`config.mk`:
```
export PLATFORM = sky130hd
export DESIGN_NAME = midpoint_circle_rasterizer
export DESIGN_NICKNAME = d
export VERILOG_FILES = /design/src/rtl/core/mcr_pkg.sv /design/src/rtl/core/mcr_octant.sv /design/src/rtl/core/midpoint_circle_rasterizer.sv
export SDC_FILE = /design/constraint.sdc
export NUM_CORES = 1
export LEC_CHECK = 0
export BUFFER_PORTS_ARGS = -buffer_cell sky130_fd_sc_hd__buf_2
export CORE_MARGIN = 1.5
export CORE_UTILIZATION = 60
export DETAILED_ROUTE_END_ITERATION = 8
export GPL_TIMING_DRIVEN = 0
export PLACE_DENSITY_LB_ADDON = 0.3
export SLEW_MARGIN = 20
export SYNTH_ARGS = -nofsm -noshare
export SYNTH_HDL_FRONTEND = slang
export SYNTH_SLANG_ARGS = --single-unit
```
`constraint.sdc`:
```
create_clock -name i_clk -period 10.1 [get_ports i_clk]
set_input_delay 1.515 -clock i_clk [delete_from_list [all_inputs] [get_ports i_clk]]
set_output_delay 1.515 -clock i_clk [all_outputs]
set_load 0.01 [all_outputs]
```
`src/rtl/core/mcr_pkg.sv`:
```
// ----------------------------------------------------------------------------
// mcr_pkg
// Shared codes and constants of the midpoint circle rasterizer.
// ----------------------------------------------------------------------------
package mcr_pkg;

    localparam int MODE_BITS     = 2;
    localparam int COLOR_BITS    = 24;
    localparam int CFG_IDX_BITS  = 1;
    localparam int CFG_DATA_BITS = 24;
    localparam int IDX_BITS      = 3;

    typedef logic [MODE_BITS-1:0] t_mode;
    typedef logic [IDX_BITS-1:0]  t_idx;

    localparam t_mode MODE_OUTLINE = 2'd0;
    localparam t_mode MODE_FILL    = 2'd1;
    localparam t_mode MODE_ARC     = 2'd2;

    localparam logic OP_START = 1'b0;
    localparam logic OP_STEP  = 1'b1;

    localparam logic [CFG_IDX_BITS-1:0] REG_DRAW_MODE  = 1'd0;
    localparam logic [CFG_IDX_BITS-1:0] REG_DRAW_COLOR = 1'd1;

    localparam t_mode                 MODE_RESET  = MODE_FILL;
    localparam logic [COLOR_BITS-1:0] COLOR_RESET = 24'h00FF00;

    localparam t_idx LAST_IDX_ARC  = 3'd1;
    localparam t_idx LAST_IDX_FULL = 3'd7;

    localparam int DEC_INIT      = 3;
    localparam int DEC_STEP_DIAG = 10;
    localparam int DEC_STEP_AXIS = 6;

endpackage

```
`src/rtl/core/mcr_octant.sv`:
```
// ----------------------------------------------------------------------------
// mcr_octant
// Maps a walk point and an octant index to one pixel position around the
// centre, wrapped to the pixel width.
// ----------------------------------------------------------------------------
module mcr_octant #(
    parameter int COORD_BITS  = 9,
    parameter int RADIUS_BITS = 8
) (
    input  logic [mcr_pkg::IDX_BITS-1:0] i_idx,
    input  logic [RADIUS_BITS-1:0]       i_step_x,
    input  logic [RADIUS_BITS-1:0]       i_step_y,
    input  logic [COORD_BITS-1:0]        i_centre_x,
    input  logic [COORD_BITS-1:0]        i_centre_y,
    output logic signed [COORD_BITS+1:0] o_pixel_x,
    output logic signed [COORD_BITS+1:0] o_pixel_y
);

    localparam int PIX_BITS = COORD_BITS + 2;
    localparam int SUM_BITS = ((COORD_BITS > RADIUS_BITS) ? COORD_BITS : RADIUS_BITS) + 2;

    logic [RADIUS_BITS-1:0] w_a;
    logic [RADIUS_BITS-1:0] w_b;
    logic                   w_neg_a;
    logic                   w_neg_b;
    logic [SUM_BITS-1:0]    w_dx;
    logic [SUM_BITS-1:0]    w_dy;
    logic [SUM_BITS-1:0]    w_px;
    logic [SUM_BITS-1:0]    w_py;

    always_comb begin
        w_a     = i_idx[2] ? i_step_y : i_step_x;
        w_b     = i_idx[2] ? i_step_x : i_step_y;
        w_neg_a = i_idx[0] ^ i_idx[1];
        w_neg_b = i_idx[1];
        w_dx    = w_neg_a ? (SUM_BITS'(0) - SUM_BITS'(w_a)) : SUM_BITS'(w_a);
        w_dy    = w_neg_b ? (SUM_BITS'(0) - SUM_BITS'(w_b)) : SUM_BITS'(w_b);
        w_px    = SUM_BITS'(i_centre_x) + w_dx;
        w_py    = SUM_BITS'(i_centre_y) + w_dy;
    end

    assign o_pixel_x = signed'(w_px[PIX_BITS-1:0]);
    assign o_pixel_y = signed'(w_py[PIX_BITS-1:0]);

endmodule

```
`src/rtl/core/midpoint_circle_rasterizer.sv`:
```
// ----------------------------------------------------------------------------
// midpoint_circle_rasterizer
// Midpoint circle walk with outline, filled disc and lower arc drawing.
// ----------------------------------------------------------------------------
// A start request gives no pixels. A step request while a drawing is in
// progress gives eight pixels in outline and filled mode and two in arc mode,
// one per cycle while the output is not stalled. The walk state advances in
// the cycle the step request is accepted, and the next request is taken in
// the cycle its last pixel moves to the output register, so steps follow
// each other without gaps.
// ----------------------------------------------------------------------------
module midpoint_circle_rasterizer #(
    parameter int COORD_BITS  = 9,
    parameter int RADIUS_BITS = 8
) (
    input  logic                                 i_clk,
    input  logic                                 i_rst_n,
    input  logic                                 i_in_valid,
    output logic                                 o_in_ready,
    input  logic                                 i_operation,
    input  logic [COORD_BITS-1:0]                i_center_x,
    input  logic [COORD_BITS-1:0]                i_center_y,
    input  logic [RADIUS_BITS-1:0]               i_radius,
    output logic                                 o_out_valid,
    input  logic                                 i_out_ready,
    output logic signed [COORD_BITS+1:0]         o_pixel_x,
    output logic signed [COORD_BITS+1:0]         o_pixel_y,
    output logic [mcr_pkg::COLOR_BITS-1:0]       o_pixel_color,
    output logic                                 o_last_of_step,
    output logic                                 o_drawing_done,
    input  logic                                 i_cfg_we,
    input  logic [mcr_pkg::CFG_IDX_BITS-1:0]     i_cfg_idx,
    input  logic [mcr_pkg::CFG_DATA_BITS-1:0]    i_cfg_data
);

    localparam int PIX_BITS  = COORD_BITS + 2;
    localparam int WALK_BITS = RADIUS_BITS + 2;
    localparam int DEC_BITS  = RADIUS_BITS + 4;

    mcr_pkg::t_mode                   r_draw_mode;
    logic [mcr_pkg::COLOR_BITS-1:0]   r_draw_color;

    logic                             r_busy, n_busy;
    logic [COORD_BITS-1:0]            r_centre_x, n_centre_x;
    logic [COORD_BITS-1:0]            r_centre_y, n_centre_y;
    logic [RADIUS_BITS-1:0]           r_cur_radius, n_cur_radius;
    logic [RADIUS_BITS-1:0]           r_step_x, n_step_x;
    logic [RADIUS_BITS-1:0]           r_step_y, n_step_y;
    logic signed [DEC_BITS-1:0]       r_decision, n_decision;

    logic                             r_bst_vld;
    mcr_pkg::t_idx                    r_bst_idx;
    logic [RADIUS_BITS-1:0]           r_bst_x;
    logic [RADIUS_BITS-1:0]           r_bst_y;
    logic [COORD_BITS-1:0]            r_bst_cx;
    logic [COORD_BITS-1:0]            r_bst_cy;
    logic                             r_bst_arc;
    logic                             r_bst_done;
    logic [mcr_pkg::COLOR_BITS-1:0]   r_bst_color;

    logic                             r_out_vld;
    logic signed [PIX_BITS-1:0]       r_out_x;
    logic signed [PIX_BITS-1:0]       r_out_y;
    logic [mcr_pkg::COLOR_BITS-1:0]   r_out_color;
    logic                             r_out_last;
    logic                             r_out_done;

    logic                             w_in_acc;
    logic                             w_step_emit;
    logic                             w_arc;
    logic signed [WALK_BITS-1:0]      w_x, w_nx, w_y, w_ny;
    logic signed [DEC_BITS-1:0]       w_dnx, w_dy, w_dec_init;
    logic                             w_out_free;
    logic                             w_bst_adv;
    logic                             w_bst_last;
    logic                             w_bst_end;
    logic signed [PIX_BITS-1:0]       w_pix_x;
    logic signed [PIX_BITS-1:0]       w_pix_y;

    assign w_out_free = !r_out_vld || i_out_ready;
    assign w_bst_adv  = r_bst_vld && w_out_free;
    assign w_bst_last = (r_bst_idx == (r_bst_arc ? mcr_pkg::LAST_IDX_ARC
                                                 : mcr_pkg::LAST_IDX_FULL));
    assign w_bst_end  = w_bst_adv && w_bst_last;
    assign o_in_ready = !r_bst_vld || w_bst_end;
    assign w_in_acc   = i_in_valid && o_in_ready;
    assign w_arc      = (r_draw_mode == mcr_pkg::MODE_ARC);

    always_comb begin
        w_x        = signed'(WALK_BITS'(r_step_x));
        w_y        = signed'(WALK_BITS'(r_step_y));
        w_nx       = w_x + WALK_BITS'(1);
        w_dnx      = DEC_BITS'(w_nx);
        w_dy       = DEC_BITS'(w_y);
        w_dec_init = DEC_BITS'(mcr_pkg::DEC_INIT) - (DEC_BITS'(i_radius) <<< 1);

        n_busy       = r_busy;
        n_centre_x   = r_centre_x;
        n_centre_y   = r_centre_y;
        n_cur_radius = r_cur_radius;
        n_step_x     = r_step_x;
        n_step_y     = r_step_y;
        n_decision   = r_decision;
        w_ny         = w_y;
        w_step_emit  = 1'b0;

        if (w_in_acc) begin
            if (i_operation == mcr_pkg::OP_START) begin
                n_centre_x   = i_center_x;
                n_centre_y   = i_center_y;
                n_cur_radius = i_radius;
                n_step_x     = '0;
                n_step_y     = i_radius;
                n_decision   = w_dec_init;
                n_busy       = (i_radius != '0) || w_arc;
            end else if (r_busy) begin
                w_step_emit = 1'b1;
                n_step_x    = w_nx[RADIUS_BITS-1:0];
                if (r_decision > 0) begin
                    n_decision = r_decision + ((w_dnx - w_dy) <<< 2)
                               + DEC_BITS'(mcr_pkg::DEC_STEP_DIAG);
                    w_ny       = w_y - WALK_BITS'(1);
                end else begin
                    n_decision = r_decision + (w_dnx <<< 2)
                               + DEC_BITS'(mcr_pkg::DEC_STEP_AXIS);
                end
                n_step_y = w_ny[RADIUS_BITS-1:0];
                if (w_nx > w_ny) begin
                    if ((r_draw_mode == mcr_pkg::MODE_FILL) &&
                        (r_cur_radius > RADIUS_BITS'(1))) begin
                        n_cur_radius = r_cur_radius - RADIUS_BITS'(1);
                        n_step_x     = '0;
                        n_step_y     = r_cur_radius - RADIUS_BITS'(1);
                        n_decision   = DEC_BITS'(mcr_pkg::DEC_INIT)
                                     - (DEC_BITS'(r_cur_radius - RADIUS_BITS'(1)) <<< 1);
                    end else begin
                        n_busy = 1'b0;
                    end
                end
            end
        end
    end

    always_ff @(posedge i_clk) begin
        if (!i_rst_n) begin
            r_draw_mode  <= mcr_pkg::MODE_RESET;
            r_draw_color <= mcr_pkg::COLOR_RESET;
        end else if (i_cfg_we) begin
            unique case (i_cfg_idx)
                mcr_pkg::REG_DRAW_MODE: begin
                    r_draw_mode <= i_cfg_data[mcr_pkg::MODE_BITS-1:0];
                end
                mcr_pkg::REG_DRAW_COLOR: begin
                    r_draw_color <= i_cfg_data[mcr_pkg::COLOR_BITS-1:0];
                end
            endcase
        end
    end

    always_ff @(posedge i_clk) begin
        if (!i_rst_n) begin
            r_busy <= 1'b0;
        end else begin
            r_busy <= n_busy;
        end
        r_centre_x   <= n_centre_x;
        r_centre_y   <= n_centre_y;
        r_cur_radius <= n_cur_radius;
        r_step_x     <= n_step_x;
        r_step_y     <= n_step_y;
        r_decision   <= n_decision;
    end

    // hold the current point until all its pixels have moved out
    always_ff @(posedge i_clk) begin
        if (!i_rst_n) begin
            r_bst_vld <= 1'b0;
            r_bst_idx <= '0;
        end else begin
            priority if (w_step_emit) begin
                r_bst_vld <= 1'b1;
                r_bst_idx <= '0;
            end else if (w_bst_end) begin
                r_bst_vld <= 1'b0;
            end else if (w_bst_adv) begin
                r_bst_idx <= r_bst_idx + mcr_pkg::IDX_BITS'(1);
            end
        end
        if (w_step_emit) begin
            r_bst_x     <= r_step_x;
            r_bst_y     <= r_step_y;
            r_bst_cx    <= r_centre_x;
            r_bst_cy    <= r_centre_y;
            r_bst_arc   <= w_arc;
            r_bst_done  <= !n_busy;
            r_bst_color <= r_draw_color;
        end
    end

    mcr_octant #(
        .COORD_BITS  (COORD_BITS),
        .RADIUS_BITS (RADIUS_BITS)
    ) u_octant (
        .i_idx      (r_bst_idx),
        .i_step_x   (r_bst_x),
        .i_step_y   (r_bst_y),
        .i_centre_x (r_bst_cx),
        .i_centre_y (r_bst_cy),
        .o_pixel_x  (w_pix_x),
        .o_pixel_y  (w_pix_y)
    );

    always_ff @(posedge i_clk) begin
        if (!i_rst_n) begin
            r_out_vld <= 1'b0;
        end else if (w_bst_adv) begin
            r_out_vld <= 1'b1;
        end else if (i_out_ready) begin
            r_out_vld <= 1'b0;
        end
        if (w_bst_adv) begin
            r_out_x     <= w_pix_x;
            r_out_y     <= w_pix_y;
            r_out_color <= r_bst_color;
            r_out_last  <= w_bst_last;
            r_out_done  <= w_bst_last && r_bst_done;
        end
    end

    assign o_out_valid    = r_out_vld;
    assign o_pixel_x      = r_out_x;
    assign o_pixel_y      = r_out_y;
    assign o_pixel_color  = r_out_color;
    assign o_last_of_step = r_out_last;
    assign o_drawing_done = r_out_done;

endmodule

```
After elaboration in Yosys (flattened, before gate mapping)

Index checks and enable logic that the tools add are counted.

Flip-flop bits (word level): 194
Bits in latches: 0
RAM bits: 0
Bits in read-only memories: 0
Bits of input ports: 57
Output and inout port bits: 50
Memories kept: 0

Add/subtract/negate cells: 16
Multipliers: 0
Divide/modulo/power cells: 0
$lt $le $gt $ge: 3
Equal/unequal tests: 6
Shift-type cells: 0
Multiplexer cells: 37
Bitwise operators: 5
Reduce and logical (&&, ||, !) cells: 21

Operators with widths:

| operator              | count |
|---|---|
| $mux 8                | 13 |
| $mux 12               | 5 |
| $mux 10               | 4 |
| $add 12x12->12        | 2 |
| $add 9x11->11         | 2 |
| $mux 11               | 2 |
| $sub 1x8->9 const A   | 2 |
| $sub 8x1->9 const B   | 2 |
| $add 12x4->12 const B | 1 |
| $add 12x5->12 const B | 1 |
| $gt 12x1->1 const B   | 1 |
| $mux 1                | 12 |
| $sub 3x10->11 const A | 1 |
| $gt 10x10->1          | 1 |
| $reduce_and 2->1      | 5 |
| $sub 2x9->10 const A  | 1 |
| $sub 9x8->10          | 1 |
| $add 8x1->9 const B   | 1 |
| $gt 8x1->1 const B    | 1 |
| $reduce_bool 8->1     | 1 |
| $sub 8x1->8 const B   | 1 |
| $ne 2x1->1 const B    | 3 |
| $logic_and 1x1->1     | 5 |
| $not 1->1             | 4 |
| other kinds (11)      | 16 |

Logic depth before layout (Yosys ltp)

Gate-level depths: netlist of the first run.

Word-level depth: 13
Mapped depth: 17
Mapped depth without buffers: 17

Cells and area by module

A second synthesis of the first run with hierarchy kept.

Cell total of the unflattened synthesis: 916
Area, all modules: 10571.4 µm²

Modules (own cells, without submodules):

| module                     | times used | cells each | area an instance (µm²) | seq. area each (µm²) |
|---|---|---|---|---|
| midpoint_circle_rasterizer | 1          | 722        | 9088.7                 | 5505.3 |
| mcr_octant                 | 1          | 194        | 1482.7                 | 0.0 |

Worst setup path after synthesis of the first run

OpenSTA, ideal clock, no wires.

Path kind: in2reg
Start: input port i_out_ready
End: register r_bst_arc, enable pin
Setup time: 0.478 ns
Data arrival time: 4.465 ns
Slack: 5.157 ns
Cell stages on the path: 4
Path buffers: 0
Cells stage by stage: nand2b_1 a21o_1 nand2_1 nor2_1

Longest elaborated chain between the ends: 6

Ends and longest elaborated chain:

| what                  | line                              | RTL |
|---|---|---|
| start, declared       | midpoint_circle_rasterizer.sv:25  | `input logic i_out_ready,` |
| $logic_or 1x1->1      | midpoint_circle_rasterizer.sv:80  | `assign w_out_free = !r_out_vld \|\| i_out_ready;` |
| $logic_and 1x1->1     | midpoint_circle_rasterizer.sv:81  | `assign w_bst_adv = r_bst_vld && w_out_free;` |
| $logic_and 1x1->1     | midpoint_circle_rasterizer.sv:84  | `assign w_bst_end = w_bst_adv && w_bst_last;` |
| $logic_or 1x1->1      | midpoint_circle_rasterizer.sv:85  | `assign o_in_ready = !r_bst_vld \|\| w_bst_end;` |
| named net o_in_ready  | midpoint_circle_rasterizer.sv:19  | `output logic o_in_ready,` |
| $logic_and 1x1->1     | midpoint_circle_rasterizer.sv:86  | `assign w_in_acc = i_in_valid && o_in_ready;` |
| $mux 1                | midpoint_circle_rasterizer.sv:107 | `if (w_in_acc) begin` |
| named net w_step_emit | midpoint_circle_rasterizer.sv:69  | `logic w_step_emit;` |
| end signal, assigned  | midpoint_circle_rasterizer.sv:194 | `r_bst_arc <= w_arc;` |
| end, declared         | midpoint_circle_rasterizer.sv:57  | `logic r_bst_arc;` |

The timed path passes the listed nets, and every way through them passes these cells.
A chain may end at the register's enable or synchronous reset.

Worst setup path in the final report of the first run

Start: register r_step_x[0]
End: register r_decision[9] (data pin)

Longest elaborated chain between the ends: 9
Elaborated cells on any way between the ends: 12
Classes of those cells: add/sub: 6; order compare: 1; mux: 5

Ends and longest elaborated chain:

| what                   | line                              | RTL |
|---|---|---|
| start, declared        | midpoint_circle_rasterizer.sv:47  | `logic [RADIUS_BITS-1:0] r_step_x, n_step_x;` |
| start signal, assigned | midpoint_circle_rasterizer.sv:169 | `r_step_x <= n_step_x;` |
| $add 8x1->9 *          | midpoint_circle_rasterizer.sv:92  | `w_nx = w_x + WALK_BITS'(1);` |
| $sub 9x8->10           | midpoint_circle_rasterizer.sv:120 | `n_decision = r_decision + ((w_dnx - w_dy) <<< 2)` |
| $add 12x12->12         | midpoint_circle_rasterizer.sv:120 |  |
| $add 12x5->12          | midpoint_circle_rasterizer.sv:121 | `+ DEC_BITS'(mcr_pkg::DEC_STEP_DIAG);` |
| $mux 12                | midpoint_circle_rasterizer.sv:119 | `if (r_decision > 0) begin` |
| $mux 12                | midpoint_circle_rasterizer.sv:129 | `if ((r_draw_mode == mcr_pkg::MODE_FILL) &&` |
| $mux 12 *              | midpoint_circle_rasterizer.sv:128 | `if (w_nx > w_ny) begin` |
| $mux 12 *              | midpoint_circle_rasterizer.sv:116 | `end else if (r_busy) begin` |
| $mux 12 *              | midpoint_circle_rasterizer.sv:108 | `if (i_operation == mcr_pkg::OP_START) begin` |
| end signal, assigned   | midpoint_circle_rasterizer.sv:171 | `r_decision <= n_decision;` |
| end, declared          | midpoint_circle_rasterizer.sv:49  | `logic signed [DEC_BITS-1:0] r_decision, n_decision;` |

Mark *: on every way between the ends. The rest lies on a longest branch, timed or not. The select of a mux whose other input is x is not followed.

==> results of run 1 <==
[worst max-delay path by stage]
| stage | startpoint | to | slack, ns | cells after the start |
|---|---|---|---|---|
| 4_1_cts | r_step_x[0]$_SDFFCE_PN0P_ | r_decision[9]$_DFFE_PP_ | 5.74 | 15 |
| 5_1_grt | r_step_x[0]$_SDFFCE_PN0P_ | r_decision[11]$_DFFE_PP_ | 5.42 | 15 |
| 3_5_place_dp | r_step_x[0]$_SDFFCE_PN0P_ | r_decision[9]$_DFFE_PP_ | 5.79 | 15 |
| 6_report | r_step_x[0]$_SDFFCE_PN0P_ | r_decision[9]$_DFFE_PP_ | 5.65 | 15 |
| 3_3_place_gp | i_out_ready | r_bst_cx[8]$_DFFE_PP_ | 3.94 | 5 |
| 2_1_floorplan | i_out_ready | r_bst_arc$_DFFE_PP_ | 5.16 | 4 |
[final cells by class]
cell class / instances / area, sq um
well taps: 220 / 275
fillers: 1157 / 4790
diodes: 2 / 5.00
clock buffers: 17 / 425
multi-input cells: 634 / 4570
inverters: 46 / 173
flip-flops and latches: 194 / 5510
repair buffers: 110 / 662
plain buffers: 28 / 128
clock inverters: 15 / 168
[cells by family (layout without fill, tap and decap cells)]
kind of cell / count (synthesis) / in the layout / synth area share
other cells: 0 / 2 / 0
simple gates: 256 / 256 / 0.117
buf+inv: 74 / 216 / 0.0290
xor+xnor: 76 / 76 / 0.0643
compound gates: 181 / 181 / 0.115
mux: 35 / 35 / 0.0352
fa+ha+maj: 86 / 86 / 0.108
flops: 194 / 194 / 0.532
[registers in the layout, indices dropped and copies added, names as in the netlist, 2 cells and up]
signal	count
r_bst_idx	3
r_step_x	8
r_draw_mode	2
r_decision	12
r_draw_color	24
r_step_y	8
r_bst_color	24
o_pixel_x	11
r_cur_radius	8
r_bst_cx	9
r_bst_cy	9
r_centre_x	9
r_bst_x	8
r_bst_y	8
o_pixel_color	24
r_centre_y	9
o_pixel_y	11
[worst max-delay path, cell delays in order, from the launching register on]
cell,delay (ns)
edfxtp_1,0.61
ha_1,0.30
xor2_1,0.48
ha_1,0.38
a21o_1,0.18
a21oi_1,0.23
xnor2_1,0.18
ha_1,0.27
ha_1,0.35
nand3_1,0.11
o2111ai_1,0.18
a21o_1,0.23
a21oi_1,0.22
xnor2_1,0.14
o21ai_0,0.13
a221oi_1,0.29
[per-layer routing]
metal / up-vias / global-route usage
li1: 3543 / -
met1: 3512 / 0.322
met2: 246 / 0.461
met3: 49 / 0.0412
met4: 0 / 0.112
met5: - / 0
[power by group through the flow]
stage               Combinational [mW]  Clock [mW]  Sequential, mW
detailed placement               0.478           0           0.949
CTS                              0.484       0.686           0.932
finish                           0.488       0.684           0.932
global placement                 0.460           0           0.950
floorplan                        0.363           0           0.945
global route                     0.548       0.714           0.935
[cell usage after synthesis (11+ instances only)]
library cell,number,area [sq um]
and3_1,12,75.1
mux2_2,11,124
xor2_1,27,236
a21boi_0,19,143
nand3_1,29,145
nand2_1,93,349
clkbuf_1,19,71.3
mux2i_1,24,240
nor2_1,59,221
nor3_1,13,65.1
a21o_1,15,113
ha_1,81,1010
a21oi_1,45,225
edfxtp_1,162,4860
o21ai_0,38,190
inv_1,46,173
nor2b_1,11,68.8
dfxtp_1,32,641
xnor2_1,49,429
[cells in the final DEF (no fill, tap or decap), types with 4 or more instances in the layout]
cell       synthesis  routed
buf_16             0       4
a211oi_1           4       4
inv_1             46      46
xnor2_1           49      49
nand4_1            4       4
o211ai_1           6       6
xor2_1            27      27
nand2_1           93      93
clkbuf_16          0      17
dfxtp_1           32      32
o21a_1             4       4
o21bai_1           7       7
or2_2              4       4
mux2i_1           24      24
a21oi_1           45      44
a31o_2             5       5
and2_1             6       5
a21o_1            15      15
mux2_2            11      11
clkbuf_1          19      19
a21boi_0          19      19
inv_8              0       5
o31ai_1            8       8
nor2b_1           11      11
fa_1               5       5
nor3_1            13      13
o21ai_0           38      38
ha_1              81      81
edfxtp_1         162     162
nand2b_1           8       8
o41ai_1            4       4
nand3_1           29      29
nor2_1            59      57
and3_1            12      12
buf_2              6     110
==> impl_results.md, run 1 <==
* R2R cell count at 15
* Crit end category: flip-flop
* Vias in the first global route at 7140
* Die Width at 134 um
* Hold_buf cts at 0
* Vias/cell at 5.81
* Wl on met1 at 9.16 mm
* Placed instance area at 11300 sq um
* Layout net count at 1174
* Final instance area at 11900 sq um
* Clock Latency Late Sink at 0.45 ns
* Synth Instances at 902
* Gr usage total at 0.263
* Ys Warns at 0
* Final Total Pwr at 2.10 mW
* Post-DP HPWL at 16.5 mm
* Final Non-Filler Cells at 1266
* Largest net degree at the start of global routing at 29
* Final wirelength at 22.8 mm
* Sequential fraction of the synthesis area at 0.532
* Final setup TNS at 0 ns
* Dpl ws at 5.79 ns
* Clock Skews at 0.0122 ns
* FFs w/ async S/R, synth at 0
* Die height at 134 um
* DRC at 0
* Share of post-route cells with drive strength above 1 at 0.173
* Number of clock sinks at 194
* WL per Instance at 18.0 um
* Critical Path RT at 10.36 ns
* Pwr Density at 177 nW/um^2
* Syn_nets at 1045
* R2r endpoint: r_decision[9]$_DFFE_PP_
* Pins Over Slew Limit at 0
* Io pins at 107
* RePlAce Congestion at 0.920
* Peak VDD IR at 0.145 mV
* Worst-path clk slew at 0.08 ns
* Critical path launch point type: flip-flop
* Critical path class: flip-flop to flip-flop
* DRT antenna net count at 0
* Pre-antenna DRT Iters at 5
* Gr ovfl total at 0
* PortBufs at 104
* Unique masters post-synth at 59
* DRT iter0 DRCs at 588
* CP arrival at 4.71 ns
* Top sig layer: met4
* Post-Syn Area at 10400 sq um
* Area of the die at 18100 sq um
* Hold Path Cell Cnt at 0
* Initial antenna violation count at 2
* R2r setup slk at 5.65 ns
* Worst slew pin tran at 0.756 ns
* Hold Path Class: flip-flop to flip-flop
* Hold path endpoint: r_bst_cx[4]$_DFFE_PP_
* Combinational share of power at 0.232
* Mean post-synth cell area at 11.5 sq um
* Clock buffer depth at 2
* CTS-repair resized insts at 0
* H-tree depth at 4
* Part of the power in registers at 0.443
* Starting Density at 0.620
* Hold_sp: r_centre_x[4]$_DFFE_PP_
* Leak Pwr at 4.72 nW
* Area Overhead vs Synth at 15.0%
* CTS tree: done
* Max-capacitance violation count at 0
* NetSw at 0.633 mW
* Placed cell count at 1232
* Post-synth EDFFs at 162
* Dominant synthesized flop cell: edfxtp_1
* Core area at 16700 sq um
* Switching share of power at 0.301
* Unrepaired setup endpoints after global routing: false
* Clk network pwr share at 0.325
* Root buf cell: clkbuf_16
* Internal at 1.47 mW
* Max FO, Critical Path at 8
* Status: complete, no violations
* Setup repair bufs after CTS at 0
* Seq cells post-synth at 194
* Part of the cycle the worst path needs at 0.441
* Fin crit period at 4.45 ns
* Via count at 7350
* Worst Hold Slack at 0.417 ns
* Rows at 47
* Total CTS buffers at 17
* Met3 routed WL at 1.31 mm
* Routed wl met2 at 11.8 mm
* Final hold viol count at 0
* Peak Freq at 0.225 GHz
* Relative slew slack at 0.491
* Reg-to-reg startpoint: r_step_x[0]$_SDFFCE_PN0P_
* Setup WS post-layout at 5.65 ns
* Final setup violation count at 0
* Global-route wire length before repair at 36.5 mm
* Post-Route Utilization at 0.713
Power figures use the tool's default switching activity.
==> run 2, diff against run 1 <==
--- a/config.mk
+++ b/config.mk
@@ -7,7 +7,7 @@
 export LEC_CHECK = 0
 export BUFFER_PORTS_ARGS = -buffer_cell sky130_fd_sc_hd__buf_2
 export CORE_MARGIN = 1.5
-export CORE_UTILIZATION = 60
+export CORE_UTILIZATION = 54
 export DETAILED_ROUTE_END_ITERATION = 8
 export GPL_TIMING_DRIVEN = 0
 export PLACE_DENSITY_LB_ADDON = 0.3
==> constraint.sdc (replaced) <==
create_clock -name i_clk -period 3.6 [get_ports i_clk]
set_input_delay 0.54 -clock i_clk [delete_from_list [all_inputs] [get_ports i_clk]]
set_output_delay 0.54 -clock i_clk [all_outputs]
set_load 0.01 [all_outputs]
==> impl_results.md, run 2 (same netlist as run 1, synthesis figures left out) <==
* Final hold viol count at 0 (unchanged)
* Area Overhead vs Synth at 21.5% (was 15.0%)
* CP arrival at 3.97 ns (was 4.71 ns)
* Vias in the first global route at 7171 (was 7140)
* PortBufs at 104 (unchanged)
* Root buf cell: clkbuf_16 (unchanged)
* Max FO, Critical Path at 5 (was 8)
* Area of the die at 20000 sq um (was 18100 sq um)
* Leak Pwr at 4.93 nW (was 4.72 nW)
* Final setup violation count at 4 (was 0)
* Peak VDD IR at 0.346 mV (was 0.145 mV)
* Hold Path Class: input pin to flip-flop (was flip-flop to flip-flop)
* Die Width at 141 um (was 134 um)
* Antenna fix cells at 0 (was 2)
* Layout net count at 1204 (was 1174)
* DRT iter0 DRCs at 463 (was 588)
* Critical path class: flip-flop to flip-flop (unchanged)
* Pwr Density at 492 nW/um^2 (was 177 nW/um^2)
* Clock Latency Late Sink at 0.44 ns (was 0.45 ns)
* Status: complete, but fails checks (was complete, no violations)
* Pins Over Slew Limit at 0 (unchanged)
* Share of post-route cells with drive strength above 1 at 0.246 (was 0.173)
* Clk network pwr share at 0.299 (was 0.325)
* Crit end category: flip-flop (unchanged)
* Final Total Pwr at 6.19 mW (was 2.10 mW)
* Hold_buf cts at 0 (unchanged)
* Critical Path RT at 3.80 ns (was 10.36 ns)
* Fin crit period at 3.77 ns (was 4.45 ns)
* Initial antenna violation count at 0 (was 2)
* NetSw at 1.91 mW (was 0.633 mW)
* Internal at 4.29 mW (was 1.47 mW)
* DRT antenna net count at 0 (unchanged)
* Unrepaired setup endpoints after global routing: true (was false)
* Pre-antenna DRT Iters at 7 (was 5)
* Total CTS buffers at 17 (unchanged)
* Post-DP HPWL at 16.0 mm (was 16.5 mm)
* Critical path launch point type: flip-flop (unchanged)
* Part of the power in registers at 0.424 (was 0.443)
* Number of clock sinks at 194 (unchanged)
* Routed wl met2 at 11.5 mm (was 11.8 mm)
* Failing checks: negative setup slack
* Final wirelength at 22.8 mm (about the same)
* Rows at 50 (was 47)
* Met3 routed WL at 1.10 mm (was 1.31 mm)
* Vias/cell at 5.68 (was 5.81)
* Final setup TNS at -0.563 ns (was 0 ns)
* RePlAce Congestion at 0.889 (was 0.920)
* Core area at 18800 sq um (was 16700 sq um)
* Peak Freq at 0.265 GHz (was 0.225 GHz)
* Relative slew slack at 0.532 (was 0.491)
* Global-route wire length before repair at 36.3 mm (was 36.5 mm)
* Worst-path clk slew at 0.08 ns (about the same)
* Largest net degree at the start of global routing at 34 (was 29)
* Top sig layer: met4 (unchanged)
* Io pins at 107 (unchanged)
* Clock buffer depth at 2 (unchanged)
* Combinational share of power at 0.277 (was 0.232)
* Max-capacitance violation count at 0 (unchanged)
* Wl on met1 at 9.68 mm (was 9.16 mm)
* Clock Skews at 0.0131 ns (was 0.0122 ns)
* Worst slew pin tran at 0.693 ns (was 0.756 ns)
* Commonest non-fill, non-tap cells in the layout: edfxtp_1, buf_2, nand2_1, ha_1, nor2_1 (unchanged)
* Gr ovfl total at 0 (unchanged)
* DRC at 0 (unchanged)
* Most common cell after layout, fill and taps aside: edfxtp_1 (unchanged)
* WL per Instance at 17.4 um (was 18.0 um)
* Switching share of power at 0.308 (was 0.301)
* CTS tree: done (unchanged)
* H-tree depth at 4 (unchanged)
* Setup WS post-layout at -0.168 ns (was 5.65 ns)
* Part of the cycle the worst path needs at 1.05 (was 0.441)
* Starting Density at 0.552 (was 0.620)
* Gr usage total at 0.233 (was 0.263)
* Die height at 141 um (was 134 um)
* Via count at 7429 (was 7350)
run 2: cell types whose count changed in the layout (fill, tap and decap cells not counted), sizes merged:
cell      delta
diode        -2
clkinv       +1
clkinvlp     +1
inv          -1
buf         +30
bufinv       -1
run 2: metal layers:
metal,GRT usage,up-vias
li1,-,3607
met1,0.301,3550
met2,0.403,234
met3,0.0388,38
met4,0.0722,0
met5,0,-
run 2: worst max-delay path, stage by stage (launching register included):
cell and delay, ns:
edfxtp_1 0.53, buf_6 0.18, ha_4 0.17, xor2_4 0.16, ha_4 0.30, o21a_1 0.11
o31a_1 0.24, nor2_1 0.08, nor2_1 0.11, nor2_1 0.07, xnor2_1 0.13, ha_1 0.34
ha_4 0.30, o21a_1 0.12, o31ai_2 0.08, a311o_1 0.36, a31o_2 0.23
run 2: layout make-up:
class / count / area [sq um]
Buffer: 28 / 133
Sequential cell: 194 / 5510
Tap cell: 234 / 293
Timing Repair Buffer: 140 / 871
Clock buffer: 17 / 425
Clock inverter: 15 / 161
Multi-Input combinational cell: 634 / 5020
Fill cell: 1375 / 6180
Inverter: 46 / 173
run 2: stage by stage:
| stage | area (sq um) | utilization | instances | hold WS, ns | setup slack [ns] |
|---|---|---|---|---|---|
| 2_1_floorplan | 10400 | - | 902 | 0.400 | -0.00946 |
| 3_3_place_gp | 11200 | 0.596 | 1240 | 0.401 | -0.756 |
| 3_5_place_dp | 11300 | 0.603 | 1245 | 0.405 | -0.739 |
| 4_1_cts | 12300 | 0.656 | 1294 | 0.267 | -0.0441 |
| 5_1_grt | 12600 | 0.671 | 1308 | 0.266 | -0.302 |
| 6_report | 12600 | 0.671 | 1308 | 0.279 | -0.168 |
run 2: worst paths after layout:
kind,startpoint,to,slack (ns),cells after the start
worst max-delay path,r_step_x[0]$_SDFFCE_PN0P_,r_decision[8]$_DFFE_PP_,-0.17,16
worst min-delay path,i_center_x[8],r_centre_x[8]$_DFFE_PP_,0.28,1
worst max register to register,r_step_x[0]$_SDFFCE_PN0P_,r_decision[8]$_DFFE_PP_,-0.17,16
worst min register to register,r_bst_color[7]$_DFFE_PP_,o_pixel_color[7]$_DFFE_PP_,0.42,0
run 2: power groups by stage:
stage / Sequential (mW) / Combinational (mW) / Clock, mW
3_3_place_gp: 2.67 / 1.31 / 0
3_5_place_dp: 2.67 / 1.35 / 0
6_report: 2.63 / 1.71 / 1.85
4_1_cts: 2.62 / 1.54 / 1.87
5_1_grt: 2.63 / 1.88 / 1.96
2_1_floorplan: 2.65 / 1.02 / 0
run 2: timing repair:
action | CTS | global route
pin swaps | 16 | 35
buffers inserted | 17 | 15
resized for setup | 43 | 32
endpoints found under the setup margin | 36 | 33
==> run 3, diff against run 2 <==
--- a/config.mk
+++ b/config.mk
@@ -6,6 +6,7 @@
 export NUM_CORES = 1
 export LEC_CHECK = 0
 export BUFFER_PORTS_ARGS = -buffer_cell sky130_fd_sc_hd__buf_2
+export CORE_ASPECT_RATIO = 1.4
 export CORE_MARGIN = 1.5
 export CORE_UTILIZATION = 54
 export DETAILED_ROUTE_END_ITERATION = 8
==> impl_results.md, run 3 (same netlist as run 1, synthesis figures left out) <==
* R2r setup slk at -0.02 ns (was -0.17 ns)
* Final setup TNS at -0.0228 ns (was -0.563 ns)
* Setup WS post-layout at -0.0228 ns (was -0.168 ns)
* Worst-path clk slew at 0.08 ns (about the same)
* CP max stage cell: edfxtp_1 (unchanged)
* Vias in the first global route at 7295 (was 7171)
* Clock Skews at 0.0120 ns (was 0.0131 ns)
* Final Non-Filler Cells at 1320 (was 1308)
* Most common cell after layout, fill and taps aside: edfxtp_1 (unchanged)
* CP max stage delay at 0.39 ns (was 0.53 ns)
* Via count at 7484 (was 7429)
* Gr ovfl total at 0 (unchanged)
* Die Width at 120 um (was 141 um)
* Peak VDD IR at 0.367 mV (was 0.346 mV)
* Final setup violation count at 1 (was 4)
* Commonest non-fill, non-tap cells in the layout: edfxtp_1, buf_2, nand2_1, ha_1, nor2_1 (unchanged)
* Pins Over Slew Limit at 0 (unchanged)
* Largest net degree at the start of global routing at 28 (was 34)
* Clock Latency Late Sink at 0.44 ns (about the same)
* Layout net count at 1205 (was 1204)
* Crit path capture: r_decision[8]$_DFFE_PP_ (unchanged)
* Area of the die at 20000 sq um (about the same)
* DRT antenna net count at 0 (unchanged)
* CP Buf/Inv Count at 1 (unchanged)
* Final hold viol count at 0 (unchanged)
* CTS tree: done (unchanged)
* Leak Pwr at 5.00 nW (was 4.93 nW)
* Pwr Density at 501 nW/um^2 (was 492 nW/um^2)
* Critical path class: flip-flop to flip-flop (unchanged)
* R2R cell count at 16 (unchanged)
* Placed cell count at 1255 (was 1245)
* Final wirelength at 23.4 mm (was 22.8 mm)
* DRC at 0 (unchanged)
* Rows at 59 (was 50)
* RePlAce Congestion at 0.931 (was 0.889)
* Worst slew pin tran at 0.814 ns (was 0.693 ns)
* Root buf cell: clkbuf_16 (unchanged)
* Failing checks: negative setup slack (unchanged)
* Die height at 167 um (was 141 um)
* Relative slew slack at 0.452 (was 0.532)
* Vias/cell at 5.67 (was 5.68)
* Reg-to-reg startpoint: r_step_x[0]$_SDFFCE_PN0P_ (unchanged)
* Total CTS buffers at 17 (unchanged)
* Global-route wire length before repair at 36.4 mm (was 36.3 mm)
* H-tree depth at 4 (unchanged)
* Number of clock sinks at 194 (unchanged)
* Area Overhead vs Synth at 23.0% (was 21.5%)
* Fin crit period at 3.62 ns (was 3.77 ns)
* Status: complete, but fails checks (unchanged)
* Starting Density at 0.554 (was 0.552)
* Post-Route Utilization at 0.682 (was 0.671)
* Crit-path cells: buf_6, ha_4, xor2_4, ha_4, o21a_1, o31a_1, nor2_1, nor2_1, nor2_1, xnor2_1, ha_1, ha_4, o21a_1, o31ai_4, a311o_1, a31o_2 (was buf_6, ha_4, xor2_4, ha_4, o21a_1, o31a_1, nor2_1, nor2_1, nor2_1, xnor2_1, ha_1, ha_4, o21a_1, o31ai_2, a311o_1, a31o_2)
* Initial antenna violation count at 1 (was 0)
* Grt met2 use at 0.427 (was 0.403)
* Crit. Startpoint: r_step_x[0]$_SDFFCE_PN0P_ (unchanged)
* Post-DP HPWL at 16.7 mm (was 16.0 mm)
* CP arrival at 3.83 ns (was 3.97 ns)
* R2r endpoint: r_decision[8]$_DFFE_PP_ (unchanged)
* Critical path depth at 16 (unchanged)
* PortBufs at 104 (unchanged)
* Hold Path Class: input pin to flip-flop (unchanged)
* Max-capacitance violation count at 0 (unchanged)
* Part of the cycle the worst path needs at 1.01 (was 1.05)
* Unrepaired setup endpoints after global routing: true (unchanged)
* Share of post-route cells with drive strength above 1 at 0.259 (was 0.246)
* Critical Path RT at 3.80 ns (about the same)
* Io pins at 107 (unchanged)
* Crit-path leading delay family: compound AO/OA/AOI/OAI gates (unchanged)
* Pre-antenna DRT Iters at 5 (was 7)
* Gr usage total at 0.235 (was 0.233)
* Peak Freq at 0.276 GHz (was 0.265 GHz)
* Critical path launch point type: flip-flop (unchanged)
* GR Layer Usage met3 at 0.0329 (was 0.0388)
* Clock buffer depth at 2 (unchanged)
* Hold Path Cell Cnt at 1 (unchanged)
* GRT Max-Usage Layer: met2 (unchanged)
* Core area at 18700 sq um (was 18800 sq um)
* DRT iter0 DRCs at 495 (was 463)
* WL per Instance at 17.7 um (was 17.4 um)
* Crit end category: flip-flop (unchanged)
* Max FO, Critical Path at 5 (unchanged)
* Met1 Usage GRT at 0.265 (was 0.301)
run 3: changes by cell type in the layout (fill, tap and decap cells not counted), sizes merged:
cell	previous run	this run
buf	149	150
clkinvlp	2	0
clkinv	6	8
diode	0	1
run 3: timing repair:
action                     CTS  global route
pin swaps                   20            17
hold buffers                 0             0
setup endpoints to repair   38            30
hold endpoints to repair     0             0
gates resized for setup     44            49
setup buffers               18            14
run 3: power breakdown:
group / internal, mW / switching, mW / total, mW
logic: 0.808 / 0.945 / 1.75
registers: 2.55 / 0.0752 / 2.62
clock network: 0.981 / 1.02 / 2.00
run 3: worst register-to-register path, delay by kind of cell (launching register included):
kind | cells | cell delay [ns]
flip-flops | 1 | 0.39
adder cells (fa/ha/maj) | 4 | 1.08
buffers and inverters | 1 | 0.16
AND/OR/NAND/NOR | 3 | 0.22
XOR/XNOR | 2 | 0.36
AO/OA/AOI/OAI | 6 | 1.19
run 3: stage by stage:
stage	instance area, sq um	worst slack, ns	hold WS (ns)	power, mW
after floorplan	10400	-0.00946	0.400	3.67
after global placement	11200	-0.903	0.401	3.99
after detailed placement	11300	-0.789	0.405	4.03
after CTS	12400	0.000429	0.261	6.20
after global routing	12700	-0.163	0.262	6.65
final	12700	-0.0228	0.270	6.38
run 3: metal layers:
| metal | part of all wire | vias to the layer above |
|---|---|---|
| met5 | 0 | - |
| met4 | 0.050 | 0 |
| met3 | 0.034 | 74 |
| met2 | 0.53 | 197 |
| met1 | 0.38 | 3603 |
| li1 | - | 3610 |
run 3: area by class of cell:
class / count / area [sq um]
plain buffers: 28 / 144
clock buffers: 17 / 425
flip-flops and latches: 194 / 5510
inverters: 46 / 173
multi-input cells: 634 / 5070
well taps: 244 / 305
clock inverters: 15 / 228
repair buffers: 141 / 890
fillers: 1335 / 5940
diodes: 1 / 2.50
run 3: worst min path at each step:
| stage | start | endpoint | slack (ns) |
|---|---|---|---|
| after floorplan | r_bst_color[0]$_DFFE_PP_ | o_pixel_color[0]$_DFFE_PP_ | 0.40 |
| after CTS | i_center_x[1] | r_centre_x[1]$_DFFE_PP_ | 0.26 |
| after detailed placement | r_centre_y[1]$_DFFE_PP_ | r_bst_cy[1]$_DFFE_PP_ | 0.40 |
| after global routing | i_center_y[4] | r_centre_y[4]$_DFFE_PP_ | 0.26 |
| after global placement | r_bst_color[2]$_DFFE_PP_ | o_pixel_color[2]$_DFFE_PP_ | 0.40 |
| final | i_center_y[4] | r_centre_y[4]$_DFFE_PP_ | 0.27 |
